===== config.mk =====
export PLATFORM = sky130hd
export DESIGN_NAME = nsm_acc
export DESIGN_NICKNAME = d
export VERILOG_FILES = /design/src/hw/rtl/nsm_pkg.sv /design/src/hw/rtl/nsm_acc.sv
export SDC_FILE = /design/constraint.sdc
export NUM_CORES = 1
export LEC_CHECK = 0
export ABC_AREA = 1
export ABC_CLOCK_PERIOD_IN_PS = 2800
export BUFFER_PORTS_ARGS = -buffer_cell sky130_fd_sc_hd__buf_4
export CAP_MARGIN = 20
export CORE_MARGIN = 2
export CORE_UTILIZATION = 45
export DETAILED_ROUTE_END_ITERATION = 7
export PLACE_DENSITY = 0.76
export SLEW_MARGIN = 5
export SYNTH_ARGS = -nofsm -noshare
export SYNTH_HDL_FRONTEND = slang
export SYNTH_SLANG_ARGS = --single-unit

===== constraint.sdc =====
create_clock -name aclk -period 2.8 [get_ports aclk]
set_input_delay 0.84 -clock aclk [delete_from_list [all_inputs] [get_ports aclk]]
set_output_delay 0.84 -clock aclk [all_outputs]
set_load 0.05 [all_outputs]

===== src/hw/rtl/nsm_pkg.sv =====
// Shared constants, types and helpers for the neighbour sum match finder.
`timescale 1ns / 1ps

package nsm_pkg;

    localparam int MAX_DIM   = 64;
    localparam int DIM_W     = $clog2(MAX_DIM + 1);
    localparam int IDX_W     = $clog2(MAX_DIM);
    localparam int POS_W     = 2 * DIM_W;
    localparam int DEPTH     = MAX_DIM * MAX_DIM;
    localparam int ADDR_W    = $clog2(DEPTH);
    localparam int VALUE_W   = 32;
    localparam int SUM_W     = VALUE_W + 4;
    localparam int CFG_W     = 7;
    localparam int CFG_IDX_W = 2;
    localparam int OUT_IDX_W = 6;

    localparam logic [CFG_IDX_W-1:0] CFG_ROWS = 2'd0;
    localparam logic [CFG_IDX_W-1:0] CFG_COLS = 2'd1;

    localparam logic FUNC_LOAD  = 1'b0;
    localparam logic FUNC_FETCH = 1'b1;

    typedef struct packed {
        logic             start;
        logic [POS_W-1:0] dividend;
        logic [DIM_W-1:0] divisor;
    } div_req_t;

    typedef struct packed {
        logic             done;
        logic [POS_W-1:0] quotient;
        logic [DIM_W-1:0] remainder;
    } div_rsp_t;

    typedef struct packed {
        logic               clear;
        logic               add;
        logic               center;
        logic [VALUE_W-1:0] data;
    } acc_req_t;

    typedef struct packed {
        logic               equal;
        logic [VALUE_W-1:0] center;
    } acc_rsp_t;

    function automatic logic [DIM_W-1:0] clamp_dim(input logic [CFG_W-1:0] v);
        logic [DIM_W-1:0] res;
        if (v == '0) begin
            res = DIM_W'(1);
        end else if (32'(v) > MAX_DIM) begin
            res = DIM_W'(MAX_DIM);
        end else begin
            res = DIM_W'(v);
        end
        return res;
    endfunction

    function automatic logic [ADDR_W-1:0] cell_addr(input logic [IDX_W-1:0] row,
                                                    input logic [IDX_W-1:0] col);
        return ADDR_W'(ADDR_W'(row) * ADDR_W'(MAX_DIM) + ADDR_W'(col));
    endfunction

endpackage


===== src/hw/rtl/nsm_acc.sv =====
// Shared accumulator and compare unit for the neighbour sum of one cell.
`timescale 1ns / 1ps

module nsm_acc (
    input  logic              aclk,
    input  nsm_pkg::acc_req_t req,
    output nsm_pkg::acc_rsp_t rsp
);

    localparam int VALUE_W = nsm_pkg::VALUE_W;
    localparam int SUM_W   = nsm_pkg::SUM_W;

    logic signed [SUM_W-1:0] sum_reg, sum_next;
    logic [VALUE_W-1:0]      center_reg, center_next;
    logic signed [SUM_W-1:0] data_ext;
    logic signed [SUM_W-1:0] center_ext;

    assign data_ext   = SUM_W'($signed(req.data));
    assign center_ext = SUM_W'($signed(center_reg));

    always_comb begin
        sum_next    = sum_reg;
        center_next = center_reg;
        if (req.clear) begin
            sum_next = '0;
        end else if (req.add) begin
            sum_next = sum_reg + data_ext;
        end
        if (req.center) begin
            center_next = req.data;
        end
    end

    always_ff @(posedge aclk) begin
        sum_reg    <= sum_next;
        center_reg <= center_next;
    end

    assign rsp.equal  = (sum_reg == center_ext);
    assign rsp.center = center_reg;

endmodule


-- Word-level counts from Yosys, hierarchy flattened
Index checks and enable logic that the tools add are counted.
- register bits after elaboration: 68
- bits of input ports: 36
- output and inout port bits: 33
- logic and storage cells: 4
- add/sub/neg operators: 1
- eq/ne operators: 1
- operators with widths (operator ; count):
    $add 36x32->36 ; 1
    $eq 36x32->1 ; 1

-- Depth between registers and ports, before layout
Gate-level depths: netlist (run 1).
- word-level depth: 1
- gate-level depth with buffers: 15
- mapped depth without buffers: 15

-- Worst setup path before layout (run 1)
No wires, ideal clock.
- path kind: register to output
- from: register center_reg[23]
- to: output port rsp[32] (netlist name)
- arrival: 2705 ps
- required time: 1960 ps
- setup slack: -745 ps
- cell stages (with the launch flop): 5
- path through: edfxtp_1 -> xnor2_1 -> nand4_1 -> or2_2 -> nor4_1
- RTL lines (what ; RTL line ; RTL):
    from (decl) ; nsm_acc.sv:14 ; logic [VALUE_W-1:0] center_reg, center_next;
    from (signal assigned) ; nsm_acc.sv:36 ; center_reg <= center_next;
    to (decl) ; nsm_acc.sv:7 ; output nsm_pkg::acc_rsp_t rsp

==> run summary, run 1 <==
Final Critical Period: 2.72 ns
Critical Path AT: 1.88 ns
Worst vdd ir: 0.000490 V
Row count: 39
Max FFs per register: 36
Gate Count Post-Synth: 777
Leak: 0.00337 uW
Final Skew: 0.00844 ns
Final Setup Violations: 0
Via/cell ratio: 4.96
Worst skew pair latency: 0.35 ns
Post-Route WL: 13.7 mm
Most frequent cells in the layout: nand2_1, inv_1, nor2_1
Vias in the first global route: 4642
Clk buf depth: 2
Via count: 4954
Fin Setup TNS: 0 ns
Syn nets: 849
Syn avg cell area: 6.85 sq um
DR DRC count: 0
# diodes: 0
Avg WL per Cell: 13.7 um
Max_cap viols: 0
Pins Over Slew Limit: 0
Post-synth top area share: 18.0%
Yosys warns: 0
Cell Area, Synth: 0.00533 sq mm
Peak Freq: 0.368 GHz
Initial Util: 46.4%
CTS tree: done
Width of the die: 113 um
Post-Layout Inst Area: 0.00636 sq mm
Cts-stage hold buffer count: 0
Unrepaired setup endpoints after global routing: no
Worst Slack Setup Final: 0.0820 ns
First-pass GRT wire length: 22.3 mm
GRT Util Overall: 22.1%
Post-synthesis sequential area ratio: 31.6%
Worst-path clk slew: 0.06 ns
Root Buffer: clkbuf_16
Routed Antenna Nets: 0
Hold crit path type: reg -> reg
Layout cells sized above 1: 17.4%
Dpl hpwl: 10.5 mm
Pwr dens: 581 mW/mm^2
Number of distinct library cells after synthesis: 32
Synth area leader: edfxtp_1
Initial antenna violation count: 0
Startpoint types: flop
Routability congestion estimate: 0.956
Synthesis-to-layout area growth: 19.4%
Drt first-iter violations: 354
Worst Path Required: 1.96 ns
Placed cell areas: 0.00602 sq mm
Final nets: 922
Die Span Y: 113 um
Max_slew headroom: 70.8%
Die ar.: 0.0127 sq mm
Top cells by area, synth: edfxtp_1, dfxtp_1, nand2_1
# IOs: 69
Worst-Margin Slew: 0.439 ns
H-tree levels: 3
DP Worst Slack: 0.170 ns
Final period utilization: 97.1%
Outcome: complete, no violations
Largest net degree at the start of global routing: 35
Commonest non-fill, non-tap cell in the layout: nand2_1
Num Clock Sinks: 68
Critical path endpoint category: primary output
Final Hold Viols: 0
Drt pass-1 iters: 4
Total core area: 0.0115 sq mm
Layout Utilization: 55.4%
CTS Buf Count: 9
GRT overflow: 0
Yosys reg bits: 68
Number of I/O port buffers: 68
Setup CP Type: reg -> out
CP Max Fanout: 2
-- routing by layer --
metal  track usage (%)  vias to the layer above  share of wire (%)
met1              30.7                     2216                 50
met2              34.6                      120                 44
met5                 0                        -                  0
met3              4.66                       18                5.3
li1                  -                     2600                  -
met4              6.91                        0                1.6
-- through the flow --
step	hold slack, ns	cells	total power, uW
6_report	0.566	998	3690
2_1_floorplan	0.510	777	2180
4_1_cts	0.566	997	3690
3_3_place_gp	0.543	981	2500
3_5_place_dp	0.553	981	2520
5_1_grt	0.624	998	3900
-- synthesized netlist by cell type --
cell and instances:
nand2_1 182, inv_1 130, nor2_1 104, nand3_1 43, a21oi_1 39, dfxtp_1 36, o21ai_0 36, ha_1 35
edfxtp_1 32, xnor2_1 27, nand2_2 22, xor2_1 22, clkbuf_1 9, nor3_1 9, nand3_2 7, nand4_1 7
inv_2 5, nor2_4 5, nor2_2 4, o21bai_1 4, a21oi_2 3, nor3_2 3, nor4_1 2, o21ai_1 2
or2_2 2, a31oi_1 1, and2_1 1, buf_1 1, buf_2 1, fa_1 1, nand2_4 1, nand3b_4 1
-- worst max-delay path, stage by stage (launching register included) --
cell     delay (ns)
dfxtp_1        0.45
xnor2_1        0.15
nand4_1        0.09
or2_2          0.36
nor4_4         0.27
buf_6          0.20
-- what timing repair did --
item	in CTS	in global routing
endpoints found under the hold margin	0	0
pin swaps	0	4
setup buffers	0	1
endpoints found under the setup margin	1	1
resized for setup	1	6
-- where the power goes --
part | total [uW] | internal [uW] | leakage [uW] | switching, uW
combinational | 1290 | 458 | 0.00260 | 830
sequential | 1240 | 1150 | 0.000613 | 92.0
clock | 1170 | 712 | 0.000149 | 457
total | 3690 | 2320 | 0.00337 | 1380
-- kinds of logic (layout without fill, tap and decap cells) --
family	Yosys count	after routing	share of synthesized area, %
AND/OR/NAND/NOR	393	393	33.0
XOR/XNOR	49	49	8.06
adder cells (fa/ha/maj)	36	36	8.60
AO/OA/AOI/OAI	85	85	8.41
flip-flops	68	68	31.6
buffers and inverters	146	224	10.3
-- layout make-up --
class                   instances  area, sq um
clock buffers                  10          239
clock inverters                 6         62.6
fillers                      1146         5110
inverters                     135          507
multi-input cells             563         3140
flip-flops and latches         68         1680
well taps                     143          179
repair buffers                 73          552
-- worst paths after layout --
check                 to  slack (ns)  depth (start not counted)         from
max              rsp[32]        0.08                          5  sum_reg[22]
max reg2reg  sum_reg[35]        0.63                         11  sum_reg[22]
min reg2reg   sum_reg[0]        0.57                          2   sum_reg[0]
min           sum_reg[0]        0.57                          2   sum_reg[0]
Power figures use the tool's default switching activity.
==> inputs of run 2 (changes only) <==
Settings changed: ABC_AREA 1 to not set, PLACE_DENSITY 0.76 to 0.77.
==> run 2 against run 1 <==
- the run now ends with negative setup slack left
- highest routed layer unchanged
- critical path depth unchanged
- clock-buffer cell count up 5
- cell count down 23%
==> run summary, run 2 <==
Outcome: finished, violations left
Failing checks: negative setup slack
Syn nets: 544
Critical path endpoint category: primary output
CP cell instances: or4_1 -> o21ai_0 -> nand4_1 -> nor3_2 -> buf_6
Drt pass-1 iters: 5
Worst-Margin Slew: 0.455 ns
Post-synth EDFFs: 32
Share of flip-flops with an asynchronous set or reset: 0%
Total core area: 0.00968 sq mm
Register area: 0.00168 sq mm
H-tree levels: 3
# diodes: 0
Post-synthesis sequential area ratio: 37.9%
Die Span Y: 103 um
Cts-stage hold buffer count: 0
Final Critical Period: 2.92 ns
First-pass GRT wire length: 20.7 mm
Initial Util: 45.9%
Routed Antenna Nets: 0
GRT Util Overall: 25.4%
Main flop type after synthesis: dfxtp_1
# IOs: 69
Pwr dens: 622 mW/mm^2
CTS Buf Count: 9
Drt first-iter violations: 188
Post-synth top area share: 21.6%
Syn avg cell area: 9.41 sq um
Initial antenna violation count: 0
Worst Slack Setup Final: -0.116 ns
Synth area leader: edfxtp_1
Gate Count Post-Synth: 472
Final period utilization: 104%
Top-count cell post-synth: nor2_1
Met2 Track Usage GR: 40.9%
Crit path largest cell delay: 0.51 ns
Top cells by area, synth: edfxtp_1, dfxtp_1, ha_1
Max FFs per register: 36
Via/cell ratio: 5.60
Synthesis-to-layout area growth: 44.7%
Final Setup Violations: 1
DR DRC count: 0
Peak Freq: 0.343 GHz
Unrepaired setup endpoints after global routing: yes
Critical Path AT: 2.08 ns
Hold crit path type: reg -> reg
Num Clock Sinks: 68
Clk buf depth: 2
Met1 usage: 33.2%
Worst skew pair latency: 0.37 ns
Post-route non-filler standard cell count: 773
Startpoint types: flop
Commonest non-fill, non-tap cell in the layout: buf_4
CP Max Fanout: 4
Post-Route WL: 13.4 mm
Row count: 36
Placed cells: 750
Layout cells sized above 1: 36.7%
Post-Layout Inst Area: 0.00643 sq mm
CTS tree: done
Most frequent cells in the layout: buf_4, nor2_1, xnor2_1
Pins Over Slew Limit: 0
Max_slew headroom: 69.4%
Busiest grt layer: met2
Final Hold Viols: 0
Avg WL per Cell: 17.3 um
Yosys warns: 0
Worst Path Required: 1.96 ns
Largest net degree at the start of global routing: 37
Yosys reg bits: 68
Placed cell areas: 0.00593 sq mm
GRT overflow: 0
Final nets: 707
Routability congestion estimate: 0.968
Footprint of the multi-input gates: 0.00309 sq mm
Family with the most delay on the worst path: simple AND/OR/NAND/NOR gates
Met3 Use GR: 5.38%
Die ar.: 0.0107 sq mm
Root Buffer: clkbuf_8
Post-synth top cells: nor2_1, xnor2_1, a21oi_1
Setup CP Type: reg -> out
Max_cap viols: 0
Dpl hpwl: 10.1 mm
Vias in the first global route: 4239
Via count: 4328
Final Skew: 0.0108 ns
Worst vdd ir: 0.000280 V
Leak: 0.00280 uW
Number of distinct library cells after synthesis: 59
CP max stage cell: or4_1
# fillers: 771
Cell Area, Synth: 0.00444 sq mm
Number of I/O port buffers: 68
Width of the die: 103 um
Worst-path clk slew: 0.07 ns
Worst path buffer plus inverter count: 1
[run 2: cell types whose count changed in the layout (fill, tap and decap cells not counted), moves of 16 or more]
cell     change
nand2_1    -154
inv_1      -124
buf_4       +89
nor2_1      -47
nand3_1     -34
nand2_2     -22
o21ai_0     -22
ha_1        -17
ha_4        +17
a21o_1      +16
[run 2: logic make-up after synthesis]
| group | share of synthesized area [%] |
|---|---|
| AOI/OAI and AO/OA | 19.2 |
| xor gates and xnor gates | 12.0 |
| adders and majority gates | 10.3 |
| buffers and inverters | 1.89 |
| DFF | 37.9 |
| muxes | 3.38 |
| and+or+nand+nor | 15.4 |
[run 2: report_power, final]
part	total (uW)	switching [uW]	internal (uW)
Sequential	1300	134	1170
Combinational	1890	963	922
Clock	806	387	418
[run 2: cell type report]
cell class | count | area share [%]
Multi-Input combinational cell | 383 | 48.1
Clock inverter | 1 | 0.0779
Clock buffer | 15 | 2.90
Tap cell | 133 | 2.59
Timing Repair Buffer | 166 | 19.8
Sequential cell | 68 | 26.2
Inverter | 7 | 0.409
[run 2: per-stage QoR]
step                      TNS (ns)  setup slack (ns)  hold slack, ns  utilization, %  power (uW)
final                       -0.116            -0.116           0.483            66.4        3990
after global routing        -0.511            -0.144           0.508            66.4        4210
after CTS                   -0.105            -0.105           0.500            63.6        3860
after detailed placement     -5.68            -0.506           0.496            61.2        3030
after global placement       -4.50            -0.378           0.483            61.2        2980
after floorplan             -0.343            -0.186           0.450               -        2380
[run 2: layer usage]
layer	vias to the layer above	part of all wire (%)
met5	-	0
li1	2076	-
met1	2066	44
met2	162	48
met4	0	2.4
met3	24	5.9
[run 2: final timing paths]
check             slack [ns]  cells after the start     endpoint   startpoint
setup / recovery       -0.12                      5      rsp[32]  sum_reg[35]
hold / removal          0.48                      2  sum_reg[29]  sum_reg[29]
hold reg to reg         0.48                      2  sum_reg[29]  sum_reg[29]
setup reg to reg        0.17                     11  sum_reg[33]   sum_reg[6]
[run 2: worst reg2reg max path, cell delays in order (launching register included)]
cell and delay (ns):
dfxtp_1 0.41, ha_4 0.24, a211oi_4 0.25, nor3_2 0.09, o311a_1 0.36, o32ai_4 0.27
o31ai_4 0.11, a221oi_2 0.27, buf_4 0.18, o221ai_2 0.09, xnor2_1 0.16, o21ai_1 0.07
[run 2: repair_timing]
item,in CTS,in global routing
resized for setup,7,38
pin swaps,2,20
setup endpoints to repair,5,14
setup buffers,1,6
hold endpoints to repair,0,0
==> inputs of run 3 (changes only) <==
Settings changed: ABC_CLOCK_PERIOD_IN_PS 2800 to 3800, SLEW_MARGIN 5 to not set.
Clock period 2.8 ns to 3.8 ns, I/O delays scaled along.
==> run 3 against run 2 <==
- critical path type unchanged
- global-route usage is 2.9 points lower
- the run now ends clean
- die area unchanged
- cell count down 12%
- critical path depth increased by 1
- wire length fell by 13%
- via count fell by 8.8%
- largest power group unchanged
- flip-flop and latch count did not move
- core utilization decreased by 12 points
- clock-buffer cell count down 1
- critical endpoint unchanged
- first-iteration DRC count rose by 53%
==> run summary, run 3 (same netlist as run 2, synthesis figures left out) <==
Outcome: complete, no violations
Die ar.: 0.0107 sq mm
Unrepaired setup endpoints after global routing: no
Setup CP Type: reg -> out
Worst r2r path cells: 10
Root Buffer: clkbuf_8
Avg WL per Cell: 17.1 um
Placed cell areas: 0.00510 sq mm
Final Setup Violations: 0
Pwr dens: 475 mW/mm^2
Worst-Margin Slew: 0.509 ns
Final Hold Viols: 0
CP Max Fanout: 2
CTS tree: done
Critical path endpoint: rsp[32]
Most frequent cells in the layout: buf_4, nor2_1, xnor2_1
Row count: 36
Critical path endpoint category: primary output
Post-Route WL: 11.6 mm
RR Startpoint: sum_reg[1]
GRT Util Overall: 22.5%
GRT overflow: 0
# IOs: 69
Die Span Y: 103 um
Layout Utilization: 54.4%
Max_cap viols: 0
Drt pass-1 iters: 5
Layout cells sized above 1: 18.1%
R2R Setup Slk: 0.92 ns
Largest net degree at the start of global routing: 37
Via count: 3945
# diodes: 0
Drt first-iter violations: 288
Post_cts resized: 0
Final Critical Period: 3.45 ns
CTS Buf Count: 9
Startpoint types: flop
Width of the die: 103 um
Worst Path Required: 2.66 ns
Cells on Worst Hold Path: 2
Routed Antenna Nets: 0
Commonest non-fill, non-tap cell in the layout: buf_4
Leak: 0.00227 uW
DR DRC count: 0
Cts-stage hold buffer count: 0
Initial antenna violation count: 0
Vias in the first global route: 3674
Critical Path AT: 2.31 ns
Peak Freq: 0.290 GHz
Via/cell ratio: 5.80
Fin Setup TNS: 0 ns
Worst skew pair latency: 0.36 ns
Synthesis-to-layout area growth: 18.7%
Final Skew: 0.0104 ns
# fillers: 885
Max FFs per register: 36
H-tree levels: 3
Final period utilization: 90.9%
Setup crit start: center_reg[21]
Number of I/O port buffers: 68
Routability congestion estimate: 0.979
Setup Fix Bufs, Post-CTS: 0
First-pass GRT wire length: 18.1 mm
Pins Over Slew Limit: 0
Clk buf depth: 2
Worst-path clk slew: 0.07 ns
Num Clock Sinks: 68
Worst vdd ir: 0.000166 V
Initial Util: 45.9%
Total core area: 0.00968 sq mm
Final nets: 614
Max_slew headroom: 65.8%
Post-Layout Inst Area: 0.00527 sq mm
Worst r2r dst: sum_reg[33]
Dpl hpwl: 8.81 mm
Hold crit path type: reg -> reg
[run 3: changes by cell type in the layout (fill, tap and decap cells not counted), moves of 4 or more]
cell,delta
o21ai_0,+9
a31oi_1,+4
ha_1,+17
xnor2_1,+4
xnor2_2,-4
buf_4,-88
ha_4,-17
a21oi_1,+4
o21ai_1,-7
a31oi_2,-4
[run 3: how the worst min path moves through the flow]
stage                           start     endpoint  slack, ns
after floorplan           sum_reg[33]  sum_reg[33]       0.45
after detailed placement  sum_reg[33]  sum_reg[33]       0.49
after global routing      sum_reg[29]  sum_reg[29]       0.54
final                     sum_reg[33]  sum_reg[33]       0.51
after CTS                 sum_reg[33]  sum_reg[33]       0.50
after global placement    sum_reg[33]  sum_reg[33]       0.48
[run 3: layout make-up]
type	count	area [sq um]	area share, %
Multi-Input combinational cell	383	2680	50.8
Sequential cell	68	1680	31.9
Tap cell	133	166	3.16
Clock buffer	14	163	3.09
Clock inverter	2	10.0	0.190
Timing Repair Buffer	73	548	10.4
Inverter	7	26.3	0.498
[run 3: where the power goes]
part	internal, uW	switching (uW)
clock	271	271
sequential	863	84.1
combinational	419	598
[run 3: routing by layer]
layer | vias to the layer above | part of all wire (%) | track usage (%) | wire, um
met5 | - | 0 | 0 | 0
met2 | 177 | 44 | 33.9 | 5170
met4 | 0 | 3.5 | 10.9 | 408
met3 | 33 | 7.4 | 4.10 | 865
met1 | 1845 | 45 | 31.1 | 5190
li1 | 1890 | - | - | -
[run 3: through the flow]
| stage | hold WS [ns] | setup WS [ns] | std cells | power (uW) |
|---|---|---|---|---|
| after global placement | 0.481 | 0.190 | 664 | 1930 |
| final | 0.511 | 0.346 | 680 | 2510 |
| after global routing | 0.537 | 0.158 | 680 | 2650 |
| after floorplan | 0.446 | 0.310 | 472 | 1690 |
| after CTS | 0.500 | 0.333 | 680 | 2510 |
| after detailed placement | 0.490 | 0.0536 | 664 | 1960 |
[run 3: worst max-delay path, cell delays in order, from the launching register on]
cell      delay (ns)
edfxtp_1        0.42
xnor2_1         0.32
nand4_1         0.16
nor4_1          0.32
nand4_1         0.19
nor3_1          0.29
buf_4           0.26
