--- src/hw/rtl/nsm_pkg.sv ---
// Shared constants, types and helpers for the neighbour sum match finder.
`timescale 1ns / 1ps

package nsm_pkg;

    localparam int MAX_DIM   = 64;
    localparam int DIM_W     = $clog2(MAX_DIM + 1);
    localparam int IDX_W     = $clog2(MAX_DIM);
    localparam int POS_W     = 2 * DIM_W;
    localparam int DEPTH     = MAX_DIM * MAX_DIM;
    localparam int ADDR_W    = $clog2(DEPTH);
    localparam int VALUE_W   = 32;
    localparam int SUM_W     = VALUE_W + 4;
    localparam int CFG_W     = 7;
    localparam int CFG_IDX_W = 2;
    localparam int OUT_IDX_W = 6;

    localparam logic [CFG_IDX_W-1:0] CFG_ROWS = 2'd0;
    localparam logic [CFG_IDX_W-1:0] CFG_COLS = 2'd1;

    localparam logic FUNC_LOAD  = 1'b0;
    localparam logic FUNC_FETCH = 1'b1;

    typedef struct packed {
        logic             start;
        logic [POS_W-1:0] dividend;
        logic [DIM_W-1:0] divisor;
    } div_req_t;

    typedef struct packed {
        logic             done;
        logic [POS_W-1:0] quotient;
        logic [DIM_W-1:0] remainder;
    } div_rsp_t;

    typedef struct packed {
        logic               clear;
        logic               add;
        logic               center;
        logic [VALUE_W-1:0] data;
    } acc_req_t;

    typedef struct packed {
        logic               equal;
        logic [VALUE_W-1:0] center;
    } acc_rsp_t;

    function automatic logic [DIM_W-1:0] clamp_dim(input logic [CFG_W-1:0] v);
        logic [DIM_W-1:0] res;
        if (v == '0) begin
            res = DIM_W'(1);
        end else if (32'(v) > MAX_DIM) begin
            res = DIM_W'(MAX_DIM);
        end else begin
            res = DIM_W'(v);
        end
        return res;
    endfunction

    function automatic logic [ADDR_W-1:0] cell_addr(input logic [IDX_W-1:0] row,
                                                    input logic [IDX_W-1:0] col);
        return ADDR_W'(ADDR_W'(row) * ADDR_W'(MAX_DIM) + ADDR_W'(col));
    endfunction

endpackage

--- src/hw/rtl/nsm_div.sv ---
// Iterative restoring divider: raster position to row and column.
`timescale 1ns / 1ps

module nsm_div (
    input  logic              aclk,
    input  logic              aresetn,
    input  nsm_pkg::div_req_t req,
    output nsm_pkg::div_rsp_t rsp
);

    localparam int POS_W = nsm_pkg::POS_W;
    localparam int DIM_W = nsm_pkg::DIM_W;
    localparam int CNT_W = $clog2(POS_W + 1);

    logic             busy_reg, busy_next;
    logic             done_reg, done_next;
    logic [CNT_W-1:0] cnt_reg, cnt_next;
    logic [POS_W-1:0] quo_reg, quo_next;
    logic [DIM_W-1:0] rem_reg, rem_next;
    logic [DIM_W-1:0] dvs_reg, dvs_next;
    logic [DIM_W:0]   shifted;
    logic [DIM_W:0]   diff;
    logic             fits;

    assign shifted = {rem_reg, quo_reg[POS_W-1]};
    assign diff    = shifted - {1'b0, dvs_reg};
    assign fits    = shifted >= {1'b0, dvs_reg};

    always_comb begin
        busy_next = busy_reg;
        done_next = 1'b0;
        cnt_next  = cnt_reg;
        quo_next  = quo_reg;
        rem_next  = rem_reg;
        dvs_next  = dvs_reg;
        if (req.start) begin
            busy_next = 1'b1;
            cnt_next  = CNT_W'(POS_W);
            quo_next  = req.dividend;
            rem_next  = '0;
            dvs_next  = req.divisor;
        end else if (busy_reg) begin
            // remainder stays below the divisor, so DIM_W bits hold it
            rem_next = fits ? diff[DIM_W-1:0] : shifted[DIM_W-1:0];
            quo_next = {quo_reg[POS_W-2:0], fits};
            cnt_next = cnt_reg - CNT_W'(1);
            if (cnt_reg == CNT_W'(1)) begin
                busy_next = 1'b0;
                done_next = 1'b1;
            end
        end
    end

    always_ff @(posedge aclk) begin
        if (!aresetn) begin
            busy_reg <= 1'b0;
            done_reg <= 1'b0;
            cnt_reg  <= '0;
        end else begin
            busy_reg <= busy_next;
            done_reg <= done_next;
            cnt_reg  <= cnt_next;
        end
        quo_reg <= quo_next;
        rem_reg <= rem_next;
        dvs_reg <= dvs_next;
    end

    assign rsp.done      = done_reg;
    assign rsp.quotient  = quo_reg;
    assign rsp.remainder = rem_reg;

endmodule

--- config.mk ---
export PLATFORM = sky130hd
export DESIGN_NAME = nsm_div
export DESIGN_NICKNAME = d
export VERILOG_FILES = /design/src/hw/rtl/nsm_pkg.sv /design/src/hw/rtl/nsm_div.sv
export SDC_FILE = /design/constraint.sdc
export NUM_CORES = 1
export LEC_CHECK = 0
export BUFFER_PORTS_ARGS = -buffer_cell sky130_fd_sc_hd__buf_2
export CORE_MARGIN = 2
export CORE_UTILIZATION = 44
export CTS_CLUSTER_SIZE = 30
export DETAILED_ROUTE_END_ITERATION = 10
export GPL_TIMING_DRIVEN = 0
export HOLD_SLACK_MARGIN = 0.03
export PLACE_DENSITY = 0.78
export SLEW_MARGIN = 20
export SYNTH_ARGS = -nofsm -noshare
export SYNTH_HDL_FRONTEND = slang
export SYNTH_SLANG_ARGS = --single-unit
export TNS_END_PERCENT = 1
--- constraint.sdc ---
create_clock -name aclk -period 2.75 [get_ports aclk]
set_clock_uncertainty 0.05 [all_clocks]
set_input_delay 0.1375 -clock aclk [delete_from_list [all_inputs] [get_ports aclk]]
set_output_delay 0.1375 -clock aclk [all_outputs]
set_load 0.02 [all_outputs]
## After elaboration in Yosys (flattened, before gate mapping)

Index checks and enable logic that the tools add are counted.
Widths: inputs -> output; s select.

| word-level totals | value |
|---|---|
| flip-flop bits (word level) | 34 |
| input bits | 24 |
| output and inout bits | 22 |
| logic and storage cells | 25 |

| operators by class | value |
|---|---|
| $add $sub $neg | 2 |
| order comparisons | 1 |
| eq/ne operators | 1 |
| muxes and demuxes | 9 |
| bitwise logic cells | 2 |
| reductions and logical operators | 3 |

Operator list:

| kind | number |
|---|---|
| $mux 14 | 2 |
| $ge 8x7->1 | 1 |
| $mux 4 | 2 |
| $mux 7 | 1 |
| $sub 7x7->7 | 1 |
| $eq 4x1->1 const B | 1 |
| $mux 1 | 4 |
| $sub 4x1->4 const B | 1 |
| $reduce_or 3->1 | 1 |
| $not 1->1 | 2 |
| $reduce_bool 2->1 | 1 |
| $reduce_or 2->1 | 1 |

## Longest topological paths before layout

Gate-level depths: netlist of run 1.

| depth | value |
|---|---|
| word-level depth | 4 |
| gate-level depth with buffers | 7 |
| gate-level depth less buffers | 7 |

## Least setup slack after synthesis of run 1

No wires, ideal clock.

| timing | value |
|---|---|
| kind | flip-flop to flip-flop |
| from | register quo_reg[13] |
| to | register rem_reg[3] |
| setup time | 0.115 ns |
| data arrival time | 2.083 ns |
| data required time | 2.585 ns |
| slack | 0.502 ns |
| cell stages (with the launch flop) | 8 |
| path buffers | 0 |
| clock period less this slack | 2.248 ns |
| cell sequence | edfxtp_1 > inv_1 > ha_1 > fa_1 > nand2b_1 > a211o_4 > a41o_1 > a31o_1 |

| between the ends | value |
|---|---|
| cells in the longest elaborated chain, start to end | 2 |
| elaborated cells on any way between the ends | 3 |
| those cells by class | 1 x add/sub; 1 x order compare; 1 x mux |

Ends and longest elaborated chain:

| item | RTL line | text |
|---|---|---|
| from (decl) | nsm_div.sv:18 | `logic [POS_W-1:0] quo_reg, quo_next;` |
| from (signal assigned) | nsm_div.sv:64 | `quo_reg <= quo_next;` |
| $sub 7x7->7 or $ge 8x7->1 (tied branches) | nsm_div.sv:26, nsm_div.sv:27 |  |
| $mux 7 (*) | nsm_div.sv:44 | `rem_next = fits ? diff[DIM_W-1:0] : shifted[DIM_W-1:0];` |
| to (signal assigned) | nsm_div.sv:65 | `rem_reg <= rem_next;` |
| to (decl) | nsm_div.sv:19 | `logic [DIM_W-1:0] rem_reg, rem_next;` |

Mark *: on every way between the ends. The rest lies on a longest branch, timed or not.
A chain may end at the register's enable or synchronous reset.

## Final worst setup path of run 1

Same ends and word-level chain as after synthesis.

==> metrics.yaml, run 1 <==
grt:
  grtUsageTotal: 0.1646
  grt_pass1_wl_mm: 6.492
  grt_overflow: 0
  grt_pass1_vias: 1460
  grt_antenna_before_repair: 0
  grt_start_max_net_pins: 15
timing:
  max_freq_ghz: 0.4439
  worst_pin_slew_ns: 0.4576
  final-hold-violation-count: 0
  min_period_ns: 2.253
  grt_setup_unrepaired: "false"
  tns_ns: 0
  drv_slew: 0
  setup_viol: 0
  period_share: 0.8192
  max_slew_margin: 0.6950
synth:
  yosysUniqueCellTypes: 47
  synth_area_leaders: "edfxtp_1 33%, dfxtp_1 14%, mux2_2 8.2%"
  syn_avg_cell_area_um2: 11.27
  synth_top_family_by_area: "simple AND/OR/NAND/NOR gates"
  ys.flop_type: "edfxtp_1"
  synth.top_cell.area_share: 0.3292
  synth_top_area_cell: "edfxtp_1"
  synth.most_common_cell: "edfxtp_1"
  syn-cell-area_um2: 1916
  syn-instance-count: 170
  ys_top_cells_by_count: "21 x edfxtp_1, 14 x mux2_2, 13 x dfxtp_1"
  ys_seq_elements: 34
  synth-compound-area-share: 0.1509
  synth-xor-area-share: 0.02286
  synth_edf_count: 21
  syn-num-nets: 204
  yosysWarnings: 0
  muxShareOfSynthArea: 0.08230
  synthAdderAreaFrac: 0.06924
  yosysSeqAreaShare: 0.4651
  synth_simple_gate_area_frac: 0.1646
  async_flop_share: 0
cts:
  cts_root_buffer: "clkbuf_8"
  cts_tree: "built"
  cts_resized: 0
  htree_levels: 2
  clock_sinks: 34
  insertion_delay_ns: 0.28
  numCtsBuffers: 5
  clkTransAtPathRegs_ns: 0.07
  cts_setup_buffers: 0
  ctsLongestPathBuffers: 2
setup_path:
  worstPathArrival_ns: 2.38
  r2r-start: "quo_reg[13]$_DFFE_PP_"
  cp.required_ns: 2.88
  cp-start-kind: "flip-flop"
  critical_path_peak_fanout: 6
  path_class: "reg2reg"
  slowest_stage: "a211o_4"
  r2r_end: "rem_reg[3]$_SDFFE_PP0P_"
  rr_worst_depth: 7
  r2r_slack_ns: 0.50
  worstSetupEndpointType: "flip-flop"
  cp_cell_sequence: "inv_1 > ha_1 > fa_1 > nand2b_1 > a211o_4 > a41o_1 > a31o_1"
  cp_slowest_stage_delay_ns: 0.40
pwr:
  powerDensity_nw_per_um2: 537.2
  power.leakage_nw: 1.019
  power_mw: 1.266
  peakVddDrop_v: 0.0003578
floorplan:
  die_area_um2: 4897
  num_io_pins: 46
  rows: 23
  coreArea_um2: 4086
  die_y_um: 69.98
  die_w_um: 69.98
  start_util: 0.4688
drt:
  met1Wirelength_mm: 1.762
  first_pass_iters: 4
  viasPerCell: 5.279
  drc: 0
  drtAntennaViolNets: 0
  drt_iter0_markers: 107
  wl_per_cell_um: 13.74
  routed-wl-met3_um: 120
  wirelength_mm: 3.848
  maxUsedRoutingLayer: "met4"
  vias: 1478
  wl_met2_mm: 1.935
placed_design:
  finalWeightedCongestion: 0.8676
  dpl_cell_area_um2: 2203
  portBuffers: 45
  dp.cells: 265
  place_hpwl_mm: 2.821
hold_path:
  min_to: "busy_reg$_SDFF_PN0_"
  whs_path_depth: 2
  hp-class: "in2reg"
  worstHoldStart: "aresetn"
job:
  maxCapViolCount: 0
final_layout:
  n_antenna_cell: 0
  drive_above_1_share: 0.3522
  fin_area_um2: 2356
  nets: 263
  syn_to_final_growth_pct: 22.99
  largest_register_ffs: 14
  finalNonFillerCells: 280
  final_util: 0.5765
outcome:
  status: "complete, no violations"
## where the power goes
| group | total, mW | internal [mW] | switching, mW |
|---|---|---|---|
| combinational | 0.286 | 0.127 | 0.159 |
| clock | 0.364 | 0.176 | 0.188 |
| sequential | 0.616 | 0.591 | 0.0253 |
| total | 1.27 | 0.893 | 0.372 |
## per-stage QoR
stage / worst slack, ns / hold WS (ns)
after detailed placement: 0.5340 / 0.2660
after CTS: 0.5071 / 0.07659
after global placement: 0.5357 / 0.2634
after global routing: 0.3772 / 0.06968
final: 0.4973 / 0.07507
after floorplan: 0.5019 / 0.1864
## cells by family (layout without fill, tap and decap cells)
| kind of cell | after synthesis | in the layout |
|---|---|---|
| AOI/OAI and AO/OA | 34 | 34 |
| xor gates and xnor gates | 5 | 5 |
| adders and majority gates | 10 | 10 |
| buffers and inverters | 21 | 81 |
| DFF | 34 | 34 |
| muxes | 14 | 14 |
| and+or+nand+nor | 52 | 52 |
## worst max-delay path by stage
stage / from / to / slack, ns / depth (start not counted)
global placement: quo_reg[13]$_DFFE_PP_ / rem_reg[3]$_SDFFE_PP0P_ / 0.54 / 7
CTS: quo_reg[13]$_DFFE_PP_ / rem_reg[3]$_SDFFE_PP0P_ / 0.51 / 7
floorplan: quo_reg[13]$_DFFE_PP_ / rem_reg[3]$_SDFFE_PP0P_ / 0.50 / 7
global route: quo_reg[13]$_DFFE_PP_ / rem_reg[4]$_SDFFE_PP0P_ / 0.38 / 7
detailed placement: quo_reg[13]$_DFFE_PP_ / rem_reg[3]$_SDFFE_PP0P_ / 0.53 / 7
finish: quo_reg[13]$_DFFE_PP_ / rem_reg[3]$_SDFFE_PP0P_ / 0.50 / 7
## metal layers
layer,vias up,track usage
li1,745,-
met1,700,0.2071
met2,29,0.2836
met3,4,0.03319
met4,0,0.05128
met5,-,0
## layout by cell type (no fill, tap or decap), types with 2 or more instances in the layout
cell,count
dlygate4sd3_1,7
a31o_1,2
buf_2,48
dfxtp_1,13
nor3b_1,8
nor2_1,9
inv_1,12
xnor2_1,3
or3b_2,2
ha_1,9
nand2_1,8
o31ai_1,3
nor2b_1,3
a41oi_1,2
edfxtp_1,21
xor2_1,2
o21a_1,6
a211oi_1,3
nand3_2,2
o21ai_0,2
a211oi_2,2
clkinv_2,2
clkbuf_8,5
a41o_1,2
nand2b_1,5
nor3_1,3
or2_2,2
mux2_2,14
o311ai_1,3
nand3b_1,2
clkbuf_1,6
## final cells by class
cell class                      count  area [µm²]
Buffer                              9       41.29
Tap cell                           50       62.56
Multi-Input combinational cell    115       938.4
Fill cell                         370        1730
Timing Repair Buffer               52       295.3
Inverter                           12       45.04
Clock buffer                        6       72.57
Sequential cell                    34       890.9
Clock inverter                      2       10.01
## timing repair
item	4_1_cts	5_1_grt
setup endpoints to repair	0	0
hold buffers	7	0
endpoints found under the hold margin	7	0
## worst max-delay path: cells and delay by family, from the launching register on
kind / cells / cell delay, ns
buffers and inverters: 1 / 0.05
adders and majority gates: 2 / 0.61
DFF: 1 / 0.37
and+or+nand+nor: 1 / 0.25
AOI/OAI and AO/OA: 3 / 0.82
Power figures use the tool's default switching activity.
==> run 2, diff against run 1 <==
--- a/config.mk
+++ b/config.mk
@@ -5,6 +5,7 @@
 export SDC_FILE = /design/constraint.sdc
 export NUM_CORES = 1
 export LEC_CHECK = 0
+export ABC_AREA = 1
 export BUFFER_PORTS_ARGS = -buffer_cell sky130_fd_sc_hd__buf_2
 export CORE_MARGIN = 2
 export CORE_UTILIZATION = 44
==> constraint.sdc (replaced) <==
create_clock -name aclk -period 2.1 [get_ports aclk]
set_clock_uncertainty 0.05 [all_clocks]
set_input_delay 0.105 -clock aclk [delete_from_list [all_inputs] [get_ports aclk]]
set_output_delay 0.105 -clock aclk [all_outputs]
set_load 0.02 [all_outputs]
==> metrics.yaml, run 2 <==
outcome:
  status: "complete, no violations"
grt:
  grtUsageTotal: 0.1780
  grt_overflow: 0
  grt_start_max_net_pins: 17
  grt_pass1_vias: 1435
  grt_pass1_wl_mm: 6.106
  grt_antenna_before_repair: 0
final_layout:
  nets: 314
  n_fill_cell: 366
  final_cell_mix: "87 x nand2_1, 46 x buf_2, 30 x inv_1, 21 x edfxtp_1, 17 x nand3_1"
  syn_to_final_growth_pct: 25.37
  final_util: 0.5765
  largest_register_ffs: 14
  layout_commonest_cell: "nand2_1"
  finalNonFillerCells: 331
  drive_above_1_share: 0.2313
  n_antenna_cell: 0
cts:
  cts_setup_buffers: 0
  ctsLongestPathBuffers: 2
  clock_sinks: 34
  clkTransAtPathRegs_ns: 0.08
  numCtsBuffers: 5
  insertion_delay_ns: 0.29
  htree_levels: 2
  cts_tree: "built"
  cts_root_buffer: "clkbuf_8"
setup_path:
  path_class: "reg2reg"
  r2r_end: "rem_reg[0]$_SDFFE_PP0P_"
  cp.required_ns: 2.26
  r2r-start: "quo_reg[13]$_DFFE_PP_"
  critical_path_peak_fanout: 8
  rr_worst_depth: 12
  worstPathArrival_ns: 2.07
  cp-start-kind: "flip-flop"
  worstSetupEndpointType: "flip-flop"
  r2r_slack_ns: 0.19
hold_path:
  hp-class: "in2reg"
  min_to: "quo_reg[1]$_DFFE_PP_"
  whs_path_depth: 3
  worstHoldStart: "req[8]"
drt:
  vias: 1555
  viasPerCell: 4.698
  drtAntennaViolNets: 0
  drt_iter0_markers: 86
  wirelength_mm: 3.931
  first_pass_iters: 4
  drc: 0
  wl_per_cell_um: 11.88
placed_design:
  place_hpwl_mm: 2.926
  finalWeightedCongestion: 0.8328
  portBuffers: 45
  dp.cells: 316
pwr:
  power.net_switching_mw: 0.4989
  clkPwrFrac: 0.339
  p_seq_frac: 0.458
  p_sw_frac: 0.2843
  power.leakage_nw: 1.203
  powerDensity_nw_per_um2: 761.0
  peakVddDrop_v: 0.0004459
  p_int_mw: 1.256
  pwr-share-comb: 0.203
timing:
  whs_ns: 0.03085
  period_share: 0.9093
  max_freq_ghz: 0.5237
  min_period_ns: 1.910
  setup_viol: 0
  final-hold-violation-count: 0
  worst_pin_slew_ns: 0.6121
  grt_setup_unrepaired: "false"
  tns_ns: 0
  max_slew_margin: 0.5915
  drv_slew: 0
floorplan:
  die_area_um2: 4714
  num_io_pins: 46
  start_util: 0.4598
  die_w_um: 68.66
  coreArea_um2: 4000
  die_y_um: 68.66
  rows: 23
synth:
  syn-num-nets: 255
  syn_avg_cell_area_um2: 8.322
  async_flop_share: 0
  syn-cell-area_um2: 1839
  synth_top_area_cell: "edfxtp_1"
  synth.most_common_cell: "nand2_1"
  ys_seq_elements: 34
  synth.top_cell.area_share: 0.3429
  syn-instance-count: 221
  yosysUniqueCellTypes: 30
  yosysSeqAreaShare: 0.4844
  synth_area_leaders: "edfxtp_1 34%, nand2_1 18%, dfxtp_1 14%"
  synth_edf_count: 21
  ys.flop_type: "edfxtp_1"
  yosysWarnings: 0
  ys_top_cells_by_count: "87 x nand2_1, 30 x inv_1, 21 x edfxtp_1"
job:
  maxCapViolCount: 0
[run 2: cell families after synthesis]
group           Yosys count  synth area share
simple gates            130            0.3204
xor+xnor                  2          0.009526
compound gates            9           0.03742
buf+inv                  36           0.07619
fa+ha+maj                10           0.07211
flops                    34            0.4844
[run 2: repair_timing]
| action | 4_1_cts | 5_1_grt |
|---|---|---|
| hold endpoints to repair | 7 | 0 |
| hold buffers | 7 | 0 |
| resized for setup | 0 | 1 |
| endpoints found under the setup margin | 0 | 6 |
[run 2: final cells by class]
cell class	count	area (µm²)	share of cell area
sequential	34	890.9	0.3863
multi-input combinational	151	810.8	0.3516
timing repair buffer	52	295.3	0.1281
inverter	32	120.1	0.05209
clock buffer	6	72.57	0.03147
tap	50	62.56	0.02713
clock inverter	2	33.78	0.01465
buffer	4	20.02	0.008682
[run 2: power by group through the flow]
stage                     registers, mW  clock network [mW]  logic, mW
final                             0.804               0.595      0.356
after global placement            0.817                   0      0.336
after detailed placement          0.818                   0      0.345
after floorplan                   0.858                   0      0.198
after global routing              0.810               0.623      0.404
after CTS                         0.804               0.597      0.359
[run 2: through the flow]
step	power [mW]	setup WS [ns]	area (µm²)
finish	1.755	0.1904	2306
global route	1.836	0.02686	2306
global placement	1.153	0.1814	2127
CTS	1.760	0.1307	2303
floorplan	1.056	0.2150	1839
detailed placement	1.163	0.1695	2127
[run 2: routing by layer]
layer,GRT usage,routed length (µm),vias to the layer above
met4,0.07500,87,0
met2,0.2981,1963,34
li1,-,-,822
met5,0,0,-
met1,0.2152,1726,688
met3,0.04708,154,11
[run 2: worst max path at each step]
stage / endpoint / start / cells past startpoint / slack [ns]
global route: rem_reg[0]$_SDFFE_PP0P_ / quo_reg[13]$_DFFE_PP_ / 12 / 0.03
floorplan: rem_reg[0]$_SDFFE_PP0P_ / quo_reg[13]$_DFFE_PP_ / 11 / 0.22
global placement: rem_reg[0]$_SDFFE_PP0P_ / quo_reg[13]$_DFFE_PP_ / 12 / 0.18
CTS: rem_reg[0]$_SDFFE_PP0P_ / quo_reg[13]$_DFFE_PP_ / 12 / 0.13
finish: rem_reg[0]$_SDFFE_PP0P_ / quo_reg[13]$_DFFE_PP_ / 12 / 0.19
detailed placement: rem_reg[0]$_SDFFE_PP0P_ / quo_reg[13]$_DFFE_PP_ / 12 / 0.17
[run 2: critical path, stage by stage, from the launching register on]
cell      delay, ns
edfxtp_1       0.36
inv_1          0.07
ha_1           0.22
fa_2           0.36
inv_1          0.10
nand2_1        0.06
nand2_1        0.08
nand2_1        0.09
nand2_1        0.08
nand2_2        0.11
nand3_1        0.10
nand3_1        0.08
o21ai_2        0.06
==> run 3, diff against run 2 <==
--- a/config.mk
+++ b/config.mk
@@ -13,7 +13,7 @@
 export DETAILED_ROUTE_END_ITERATION = 10
 export GPL_TIMING_DRIVEN = 0
 export HOLD_SLACK_MARGIN = 0.03
-export PLACE_DENSITY = 0.78
+export PLACE_DENSITY_LB_ADDON = 0.08
 export SLEW_MARGIN = 20
 export SYNTH_ARGS = -nofsm -noshare
 export SYNTH_HDL_FRONTEND = slang
==> metrics.yaml, run 3 (synthesized netlist as in run 2, its figures left out) <==
cts:
  numCtsBuffers: 5
  clock_sinks: 34
  htree_levels: 2
  cts_tree: "built"
  cts_setup_buffers: 0
  ctsLongestPathBuffers: 2
  insertion_delay_ns: 0.29
  cts_root_buffer: "clkbuf_8"
  clkTransAtPathRegs_ns: 0.07
timing:
  max_slew_margin: 0.5980
  setup_viol: 0
  max_freq_ghz: 0.5162
  min_period_ns: 1.937
  period_share: 0.9224
  drv_slew: 0
  grt_setup_unrepaired: "false"
  tns_ns: 0
  final-hold-violation-count: 0
  worst_pin_slew_ns: 0.6023
final_layout:
  n_antenna_cell: 0
  drive_above_1_share: 0.2261
  syn_to_final_growth_pct: 25.71
  nets: 316
  final_cell_mix: "87 x nand2_1, 46 x buf_2, 30 x inv_1, 21 x edfxtp_1, 17 x nand3_1"
  finalNonFillerCells: 333
  largest_register_ffs: 14
  layout_commonest_cell: "nand2_1"
outcome:
  status: "complete, no violations"
floorplan:
  num_io_pins: 46
  coreArea_um2: 4000
  die_y_um: 68.66
  die_area_um2: 4714
  rows: 23
  die_w_um: 68.66
  start_util: 0.4598
drt:
  drtAntennaViolNets: 0
  wirelength_mm: 3.801
  first_pass_iters: 4
  vias: 1580
  viasPerCell: 4.745
  drc: 0
  drt_iter0_markers: 72
  wl_per_cell_um: 11.41
hold_path:
  whs_path_depth: 3
  hp-class: "in2reg"
setup_path:
  cp-startpoint: "quo_reg[13]$_DFFE_PP_"
  cp-start-kind: "flip-flop"
  r2r-start: "quo_reg[13]$_DFFE_PP_"
  path_class: "reg2reg"
  critical_path_peak_fanout: 8
  rr_worst_depth: 10
  worstSetupEndpointType: "flip-flop"
  r2r_slack_ns: 0.16
  r2r_end: "quo_reg[0]$_DFFE_PP_"
  worstPathArrival_ns: 2.02
  worstSetupEndpoint: "quo_reg[0]$_DFFE_PP_"
  cp.required_ns: 2.18
grt:
  grt_start_max_net_pins: 17
  grt_antenna_before_repair: 0
  grt_pass1_vias: 1437
  grtUsageTotal: 0.1852
  grt_pass1_wl_mm: 6.368
  grt_overflow: 0
placed_design:
  portBuffers: 45
  dp.cells: 316
  finalWeightedCongestion: 0.8217
  place_hpwl_mm: 2.849
pwr:
  peakVddDrop_v: 0.0004540
  powerDensity_nw_per_um2: 712.5
  power.leakage_nw: 1.217
job:
  maxCapViolCount: 0
[run 3: metrics by stage]
stage / hold slack [ns] / utilization / cell area [µm²] / power [mW] / setup WS, ns
finish: 0.03898 / 0.5780 / 2312 / 1.647 / 0.1629
global route: 0.04148 / 0.5780 / 2312 / 1.742 / 0.01148
CTS: 0.03165 / 0.5768 / 2307 / 1.665 / 0.1212
detailed placement: 0.2331 / 0.5317 / 2127 / 1.163 / 0.1167
global placement: 0.2336 / 0.5317 / 2127 / 1.160 / 0.1659
floorplan: 0.1539 / - / 1839 / 1.056 / 0.2150
[run 3: worst min-delay path by stage]
stage                       start               endpoint
after floorplan            req[0]   dvs_reg[0]$_DFFE_PP_
final                     req[17]  quo_reg[10]$_DFFE_PP_
after global routing      aresetn    busy_reg$_SDFF_PN0_
after CTS                 req[12]   quo_reg[5]$_DFFE_PP_
after detailed placement   req[0]   dvs_reg[0]$_DFFE_PP_
after global placement     req[5]   dvs_reg[5]$_DFFE_PP_
[run 3: report_power, final]
part	internal [mW]	total [mW]	switching, mW
sequential	0.773	0.804	0.0312
combinational	0.135	0.357	0.222
clock	0.258	0.486	0.229
total	1.17	1.65	0.482
[run 3: final cells by class]
cell class	instances	area (µm²)
fill	396	1688
sequential	34	890.9
multi-input combinational	151	813.3
timing repair buffer	54	315.3
inverter	32	120.1
clock buffer	6	82.58
tap	50	62.56
buffer	4	20.02
clock inverter	2	7.507
[run 3: repair_timing]
item / CTS / global route
endpoints found under the setup margin: 0 / 3
hold endpoints to repair: 9 / 0
hold buffers: 9 / 0
gates resized for setup: 0 / 1
[run 3: worst max-delay path: stages, from the launching register on]
cell and delay [ns]:
edfxtp_1 0.36, inv_1 0.06, ha_1 0.22, fa_1 0.41, inv_1 0.10, nand2_1 0.05
nand2_1 0.08, nand2_1 0.09, nand2_1 0.11, nand2_4 0.09, a31oi_1 0.15
[run 3: metal layers]
metal,routed length [µm],vias to the layer above,GRT usage
li1,-,831,-
met1,1704,709,0.2245
met2,1834,34,0.3089
met3,201,6,0.05032
met4,61,0,0.07750
met5,0,-,0
